`src/svf_pkg.sv`:
```
// ----------------------------------------------------------------------------
// svf_pkg: shared types, constants and helpers of the state variable filter
// Fixed-point formats, coefficient scales, register indexes, sequencer
// states and the saturation, rounding and alignment functions.
// ----------------------------------------------------------------------------
package svf_pkg;

   // sample and integrator formats
   localparam int SAMPLE_WIDTH = 16;              // Q1.15
   localparam int STATE_WIDTH  = 24;              // Q4.20
   localparam int ALIGN_SHIFT  = STATE_WIDTH - SAMPLE_WIDTH - 3;

   // coefficient formats
   localparam int REG_WIDTH   = 16;               // Q0.16 config registers
   localparam int COEF_WIDTH  = 18;               // signed operand, holds 0..65536
   localparam int PROD_WIDTH  = STATE_WIDTH + COEF_WIDTH;
   localparam int FRAC_BITS   = 16;
   localparam int RND_WIDTH   = PROD_WIDTH - FRAC_BITS;
   localparam int EXT_WIDTH   = STATE_WIDTH + 4;  // headroom for sums before clamping

   localparam logic signed [COEF_WIDTH-1:0] FREQ_SCALE = COEF_WIDTH'(61766); // 2*pi*0.15
   localparam logic signed [COEF_WIDTH-1:0] DAMP_SCALE = COEF_WIDTH'(65208); // 0.995
   localparam logic signed [COEF_WIDTH-1:0] COEF_ONE   = COEF_WIDTH'(65536);

   localparam logic [REG_WIDTH-1:0] CUTOFF_RESET    = REG_WIDTH'(16384);
   localparam logic [REG_WIDTH-1:0] RESONANCE_RESET = '0;

   // register indexes
   localparam int CSR_INDEX_WIDTH = 1;
   localparam logic [CSR_INDEX_WIDTH-1:0] CSR_CUTOFF    = 1'd0;
   localparam logic [CSR_INDEX_WIDTH-1:0] CSR_RESONANCE = 1'd1;

   localparam int RSP_WIDTH = 4 * SAMPLE_WIDTH;

   // sequencer states, one-hot
   typedef enum logic [8:0] {
      ST_IDLE   = 9'b000000001,
      ST_COEF_F = 9'b000000010,
      ST_COEF_D = 9'b000000100,
      ST_MUL_FB = 9'b000001000,
      ST_MUL_DB = 9'b000010000,
      ST_HIGH   = 9'b000100000,
      ST_MUL_FH = 9'b001000000,
      ST_BAND   = 9'b010000000,
      ST_DONE   = 9'b100000000
   } seq_state_type;

   typedef logic signed [STATE_WIDTH-1:0]  state_word_type;
   typedef logic signed [SAMPLE_WIDTH-1:0] sample_word_type;

   // clamp a widened sum to the integrator range
   function automatic state_word_type sat_state(input logic signed [EXT_WIDTH-1:0] v);
      logic signed [EXT_WIDTH-1:0] hi;
      logic signed [EXT_WIDTH-1:0] lo;
      hi = EXT_WIDTH'({1'b0, {(STATE_WIDTH-1){1'b1}}});
      lo = -hi - EXT_WIDTH'(1);
      if (v > hi) begin
         return hi[STATE_WIDTH-1:0];
      end else if (v < lo) begin
         return lo[STATE_WIDTH-1:0];
      end
      return v[STATE_WIDTH-1:0];
   endfunction

   // round half up and drop the fraction of a coefficient product
   function automatic logic signed [RND_WIDTH-1:0] round_prod(
      input logic signed [PROD_WIDTH-1:0] p);
      logic signed [PROD_WIDTH-1:0] t;
      t = p + PROD_WIDTH'(1 << (FRAC_BITS - 1));
      return t[PROD_WIDTH-1:FRAC_BITS];
   endfunction

   // bring an integrator-format value back to a saturated sample
   function automatic sample_word_type to_sample(input state_word_type v);
      logic signed [STATE_WIDTH:0]             t;
      logic signed [STATE_WIDTH-ALIGN_SHIFT:0] s;
      logic signed [STATE_WIDTH-ALIGN_SHIFT:0] hi;
      logic signed [STATE_WIDTH-ALIGN_SHIFT:0] lo;
      t  = {v[STATE_WIDTH-1], v} + (STATE_WIDTH+1)'(1 << (ALIGN_SHIFT - 1));
      s  = t[STATE_WIDTH:ALIGN_SHIFT];
      hi = (STATE_WIDTH-ALIGN_SHIFT+1)'({1'b0, {(SAMPLE_WIDTH-1){1'b1}}});
      lo = -hi - (STATE_WIDTH-ALIGN_SHIFT+1)'(1);
      if (s > hi) begin
         return hi[SAMPLE_WIDTH-1:0];
      end else if (s < lo) begin
         return lo[SAMPLE_WIDTH-1:0];
      end
      return s[SAMPLE_WIDTH-1:0];
   endfunction

endpackage

```
`src/state_variable_filter.sv`:
```
// ----------------------------------------------------------------------------
// state_variable_filter: fixed-point Chamberlin state variable filter
// One sample in, lowpass/highpass/bandpass/notch out, with saturating
// lowpass and bandpass integrators and one shared multiplier.
// ----------------------------------------------------------------------------
//
//   channel  dir  ports                        contents
//   req      in   req_tvalid/tready/tdata      one Q1.15 sample
//   rsp      out  rsp_tvalid/tready/tdata      lowpass, highpass, bandpass, notch
//   csr      in   csr_we/csr_index/csr_wdata   cutoff (0), resonance (1)
//
// A new sample is taken only in the idle state, after the last one is done:
// the single multiplier forms five products in turn (frequency and damping
// coefficients, F*band, D*band, F*high), each registered before use.
// A result waits in the output register while the next sample is computed;
// the sequencer holds in its last step only if that register is still full.
// Reset is synchronous: integrators clear, cutoff goes to 16384, resonance to 0.
// ----------------------------------------------------------------------------
module state_variable_filter (
   input  logic                                  clock,
   input  logic                                  reset,
   // sample input
   input  logic                                  req_tvalid,
   output logic                                  req_tready,
   input  logic [svf_pkg::SAMPLE_WIDTH-1:0]      req_tdata,   // [15:0] sample
   // filter outputs
   output logic                                  rsp_tvalid,
   input  logic                                  rsp_tready,
   output logic [svf_pkg::RSP_WIDTH-1:0]         rsp_tdata,   // [15:0] lowpass,
                                                              // [31:16] highpass,
                                                              // [47:32] bandpass,
                                                              // [63:48] notch
   // configuration writes
   input  logic                                  csr_we,
   input  logic [svf_pkg::CSR_INDEX_WIDTH-1:0]   csr_index,
   input  logic [svf_pkg::REG_WIDTH-1:0]         csr_wdata
);
   import svf_pkg::*;

   seq_state_type                 state_ff, state_in;
   logic [REG_WIDTH-1:0]          cutoff_ff, cutoff_in;
   logic [REG_WIDTH-1:0]          resonance_ff, resonance_in;
   state_word_type                low_ff, low_in;
   state_word_type                band_ff, band_in;
   state_word_type                high_ff, high_in;
   state_word_type                notch_ff, notch_in;
   state_word_type                x_ff, x_in;
   logic signed [COEF_WIDTH-1:0]  f_ff, f_in;
   logic signed [COEF_WIDTH-1:0]  d_ff, d_in;
   logic signed [PROD_WIDTH-1:0]  prod_ff, prod_in;
   logic                          rsp_valid_ff, rsp_valid_in;
   logic [RSP_WIDTH-1:0]          rsp_data_ff, rsp_data_in;

   // shared multiplier operands
   state_word_type                mul_a;
   logic signed [COEF_WIDTH-1:0]  mul_b;
   logic signed [RND_WIDTH-1:0]   prod_rnd;
   logic                          req_accept;

   assign req_tready = (state_ff == ST_IDLE);
   assign req_accept = req_tvalid && req_tready;
   assign rsp_tvalid = rsp_valid_ff;
   assign rsp_tdata  = rsp_data_ff;

   assign prod_rnd = round_prod(prod_ff);

   // pick the multiplier operands for the current step
   always_comb begin
      mul_a = '0;
      mul_b = '0;
      unique case (state_ff)
         ST_COEF_F: begin
            mul_a = STATE_WIDTH'(cutoff_ff);
            mul_b = FREQ_SCALE;
         end
         ST_COEF_D: begin
            mul_a = STATE_WIDTH'(resonance_ff);
            mul_b = DAMP_SCALE;
         end
         ST_MUL_FB: begin
            mul_a = band_ff;
            mul_b = f_ff;
         end
         ST_MUL_DB: begin
            mul_a = band_ff;
            mul_b = d_ff;
         end
         ST_MUL_FH: begin
            mul_a = high_ff;
            mul_b = f_ff;
         end
         default: begin
            mul_a = '0;
            mul_b = '0;
         end
      endcase
   end

   // sequencer and datapath next values
   always_comb begin
      state_in     = state_ff;
      cutoff_in    = cutoff_ff;
      resonance_in = resonance_ff;
      low_in       = low_ff;
      band_in      = band_ff;
      high_in      = high_ff;
      notch_in     = notch_ff;
      x_in         = x_ff;
      f_in         = f_ff;
      d_in         = d_ff;
      prod_in      = mul_a * mul_b;
      rsp_valid_in = rsp_valid_ff;
      rsp_data_in  = rsp_data_ff;

      // drop the result once the downstream side takes it
      if (rsp_valid_ff && rsp_tready) begin
         rsp_valid_in = 1'b0;
      end

      // take configuration writes; indexes beyond the list are ignored
      if (csr_we) begin
         if (csr_index == CSR_CUTOFF) begin
            cutoff_in = csr_wdata;
         end
         if (csr_index == CSR_RESONANCE) begin
            resonance_in = csr_wdata;
         end
      end

      unique case (state_ff)
         ST_IDLE: begin
            if (req_accept) begin
               x_in = {{(STATE_WIDTH-SAMPLE_WIDTH){req_tdata[SAMPLE_WIDTH-1]}}, req_tdata}
                      <<< ALIGN_SHIFT;
               state_in = ST_COEF_F;
            end
         end
         ST_COEF_F: begin
            state_in = ST_COEF_D;
         end
         ST_COEF_D: begin
            f_in     = prod_rnd[COEF_WIDTH-1:0];
            state_in = ST_MUL_FB;
         end
         ST_MUL_FB: begin
            d_in     = COEF_ONE - prod_rnd[COEF_WIDTH-1:0];
            state_in = ST_MUL_DB;
         end
         ST_MUL_DB: begin
            // advance the lowpass integrator with the old bandpass
            low_in   = sat_state(EXT_WIDTH'(low_ff) + EXT_WIDTH'(prod_rnd));
            state_in = ST_HIGH;
         end
         ST_HIGH: begin
            high_in  = sat_state(EXT_WIDTH'(x_ff) - EXT_WIDTH'(low_ff)
                                 - EXT_WIDTH'(prod_rnd));
            state_in = ST_MUL_FH;
         end
         ST_MUL_FH: begin
            state_in = ST_BAND;
         end
         ST_BAND: begin
            band_in  = sat_state(EXT_WIDTH'(band_ff) + EXT_WIDTH'(prod_rnd));
            notch_in = sat_state(EXT_WIDTH'(high_ff) + EXT_WIDTH'(low_ff));
            state_in = ST_DONE;
         end
         ST_DONE: begin
            // hold until the output register is free
            if (!rsp_valid_ff || rsp_tready) begin
               rsp_data_in  = {to_sample(notch_ff), to_sample(band_ff),
                               to_sample(high_ff), to_sample(low_ff)};
               rsp_valid_in = 1'b1;
               state_in     = ST_IDLE;
            end
         end
         default: begin
            state_in = ST_IDLE;
         end
      endcase
   end

   // control and state registers
   always_ff @(posedge clock) begin
      if (reset) begin
         state_ff     <= ST_IDLE;
         cutoff_ff    <= CUTOFF_RESET;
         resonance_ff <= RESONANCE_RESET;
         low_ff       <= '0;
         band_ff      <= '0;
         rsp_valid_ff <= 1'b0;
      end else begin
         state_ff     <= state_in;
         cutoff_ff    <= cutoff_in;
         resonance_ff <= resonance_in;
         low_ff       <= low_in;
         band_ff      <= band_in;
         rsp_valid_ff <= rsp_valid_in;
      end
   end

   // payload registers
   always_ff @(posedge clock) begin
      high_ff     <= high_in;
      notch_ff    <= notch_in;
      x_ff        <= x_in;
      f_ff        <= f_in;
      d_ff        <= d_in;
      prod_ff     <= prod_in;
      rsp_data_ff <= rsp_data_in;
   end

endmodule
```
`config.mk`:
```
export PLATFORM = sky130hd
export DESIGN_NAME = state_variable_filter
export DESIGN_NICKNAME = d
export VERILOG_FILES = /design/src/svf_pkg.sv /design/src/state_variable_filter.sv
export SDC_FILE = /design/constraint.sdc
export NUM_CORES = 2
export LEC_CHECK = 0
export ABC_AREA = 0
export BUFFER_PORTS_ARGS = -buffer_cell sky130_fd_sc_hd__buf_4
export CORE_MARGIN = 2
export CORE_UTILIZATION = 26
export DETAILED_ROUTE_END_ITERATION = 7
export MAX_ROUTING_LAYER = met4
export PLACE_DENSITY = 0.44
export SYNTH_ARGS = -nofsm -noshare
export SYNTH_HDL_FRONTEND = slang
export SYNTH_SLANG_ARGS = --single-unit
```
`constraint.sdc`:
```
create_clock -name clock -period 22.6 [get_ports clock]
set_input_delay 4.52 -clock clock [delete_from_list [all_inputs] [get_ports clock]]
set_output_delay 4.52 -clock clock [all_outputs]
set_load 0.01 [all_outputs]
```
==> results.md <==
* Status: complete, no violations
* Vias in the first global route at 26,700
* Area delta synth->final at 11.7%
* WHS Endpoint: resonance_ff[9]
* Met2 wire len at 52,300 µm
* Hpwl dp at 92,500 µm
* Largest net degree at the start of global routing at 65
* WHS Path Cells at 2
* I/O Pins at 104
* CP required at between 20 and 25 ns
* Wire per inst at between 20 and 25 µm
* VDD IR-drop max at 47.1 µV
* Hold Vio Cnt, Final at 0
* Largest cells by area after synthesis: fa_1 (27%), edfxtp_1 (14%), ha_1 (8.6%), inv_1 (7.4%), dfxtp_1 (6.9%)
* First-pass GRT wire length at 172,000 µm
* Hold buffer count at cts at 0
* Hold Slack at 0.458 ns
* Final Skew at 0.0478 ns
* Core Region at 129,000 µm²
* Gate power share at 7.4%
* Post-synth cell types at 90
* DR WL met3 at 4400 µm
* Post-cts resize count at 0
* EDFF count, synth at 160
* CP Max Fanout at 31
* Top_reg_cell synth: edfxtp_1
* Final setup margin at approximately 13 ns
* Die span in x at 364 µm
* Post-synth design cell area at 33,800 µm²
* Startpoint Class: flip-flop
* Critical path class: reg2reg
* Syn nets at 4,531
* Final WL at between 100,000 and 150,000 µm
* Sequential share of the synthesized area at 21.2%
* Max clock buf depth at 3
* Mapped Cells at 3,811
* GRT Util Overall at 17.7%
* Pwr/cell area at between 30 and 40 nW/µm²
* Layout cells sized above 1 at 6.72%
* Clock power share at 48.9%
* Fin Setup TNS at 0 ns
* Clk root buf: clkbuf_16
* # Post-CTS Setup Buffers at 0
* Non-Filler Instances at 5,625
* Clock sink total at 277
* # diodes at 0
* FMAX at about 0.11 GHz
* Die ar. at 133,000 µm²
* Max Cap Viol at 0
* Via count at 26,500
* TritonCTS clock tree: done
* DRC marker count from the first detailed-route iteration at 1,828
* Most frequent cells after synthesis: inv_1 (662), nand2_1 (540), fa_1 (449)
* Synth top area share at 26.6%
* Grt ovf at 0
* Reg clk slew, reported paths at 0.06 ns
* Nets at about 4,600
* Psw at 316 µW
* GPL Wtd Cong at 0.897
* Reg-to-reg slack, setup at about 13 ns
* Met1 wire length at 54,000 µm
* Worst r2r dst: prod_ff[27]
* Final setup viols at 0
* Syn_area_per_cell at 8.86 µm²
* Synthesis warning total at 0
* Worst R2R Path Depth at 25
* Die H at between 300 and 400 µm
* Max-slew violations at 0
* Clk_lat worst skew at between 0.5 and 0.6 ns
* Antenna violations before repair at 3
* Worst EP arrival at 9.92 ns
* Asr flop ratio synth at 0%
* Input/output buffers at 103
* Remaining DRCs at 0
* Tot Pwr at 1.24 mW
* Most common cell in the netlist: inv_1
* P_int at 923 µW
* Worst Setup End Kind: flip-flop
* HP Start: resonance_ff[9]
* Rel. slew slack at about 21%
* Minimum clock period at about 9.4 ns
* Share of power burned in registers at 43.8%
* P_leak at ~17 nW
* TritonRoute pass-1 iters at 5
* Slew @ Worst Pin at 1.19 ns
* Post-DRT Antenna Nets at 0
* Cts bufs inserted at 37
* Fin crit share at 41.6%
* Vias per cell at 4.72
* Top cell type by total area after synthesis: fa_1
* Min-Delay Path Class: reg2reg
* Sw Share at 25.5%
* H-tree lvl count at 2
* Inst Count DP at 5,557
* Unrepaired setup endpoints after global routing: false
* Max layer used: met4
* Number of synthesized register bits at 277
* Row count at 132
* Initial Util at 26.1%
* Worst slack, placed at 13.23 ns
* RR Startpoint: state_ff[0]
==> worst max-delay path by stage <==
stage / slack [ns] / start / endpoint
floorplan: 14.39 / state_ff[8] / prod_ff[40]
global placement: 13.32 / state_ff[0] / prod_ff[41]
detailed placement: 13.23 / state_ff[0] / prod_ff[27]
CTS: 13.25 / state_ff[0] / prod_ff[27]
global route: 12.65 / state_ff[0] / prod_ff[33]
finish: 13.20 / state_ff[0] / prod_ff[27]
==> power groups by stage <==
stage	logic, mW	clock network [mW]	registers [mW]
floorplan	0.0608	0	0.551
global placement	0.0905	0	0.553
detailed placement	0.0906	0	0.553
CTS	0.0914	0.627	0.542
global route	0.101	0.641	0.543
finish	0.0911	0.605	0.542
==> layout by cell type, fill, tap and decap left out, types with 12 or more instances in the layout <==
cell and count:
xnor2_1 137, a31oi_1 16, nand3_1 68, nor2_1 290, clkbuf_16 38, and2_1 18, a21o_1 101, and4_1 24
inv_1 662, nand4_1 42, nand2_1 540, edfxtp_1 160, fa_1 449, buf_4 150, a211oi_1 33, a21oi_1 175
a221o_1 15, a22oi_1 12, o21a_1 22, nor3_1 37, o21ai_0 141, o211ai_1 12, nor2b_1 23, xor2_1 75
and3_1 38, nand2b_1 26, o21bai_1 14, dfxtp_1 117, a221oi_2 15, ha_1 233, a221oi_1 26
==> per-stage QoR <==
| step | instance area (µm²) | util [%] |
|---|---|---|
| floorplan | 33800 | - |
| global placement | 36500 | 28.2 |
| detailed placement | 36500 | 28.2 |
| CTS | 37700 | 29.2 |
| global route | 37700 | 29.2 |
| finish | 37700 | 29.2 |
==> flip-flops by register name, summed over array words and instances, names as in the netlist <==
register,cells
state_ff,9
x_ff,16
resonance_ff,16
cutoff_ff,16
low_ff,24
rsp_tvalid,1
f_ff,18
d_ff,18
notch_ff,20
band_ff,24
high_ff,24
prod_ff,27
rsp_tdata,64
==> critical path, stage by stage, from the launching register on <==
cell and delay (ns):
dfxtp_1 0.39, nor4_1 0.49, and3b_2 0.29, and3b_1 0.95, a221o_1 1.06, nand2_1 0.19
fa_1 0.58, inv_1 0.05, fa_1 0.49, inv_1 0.05, fa_1 0.47, inv_1 0.05
fa_1 0.50, fa_1 0.54, inv_1 0.05, fa_1 0.52, inv_1 0.04, ha_1 0.37
nand2_1 0.14, or4_1 0.54, a31oi_1 0.47, nand3_1 0.15, nand2_1 0.39, a21oi_1 0.19
o21ai_0 0.22, xor2_1 0.15
==> final cells by class <==
type                       instances  area, µm²
clock buffer                      48       1040
fill                           13900      91400
tap                             1742       2180
inverter                         663       2490
multi-input combinational       2725      23500
timing repair buffer             150       1130
sequential                       277       7150
clock inverter                    20        188
==> cell families after synthesis <==
kind of cell	after synthesis	share of synthesized area, %
multiplexers	8	0.245
XOR/XNOR	212	5.50
adder cells (fa/ha/maj)	684	35.3
AO/OA/AOI/OAI	665	13.3
buffers and inverters	809	9.19
AND/OR/NAND/NOR	1156	15.3
flip-flops	277	21.2
==> routing by layer <==
| metal | up-vias | GRT usage, % |
|---|---|---|
| met5 | - | - |
| met4 | 0 | 3.78 |
| met3 | 93 | 1.44 |
| met2 | 566 | 27.8 |
| met1 | 13400 | 24.8 |
| li1 | 12500 | - |
(Power assumes the default switching activity.)
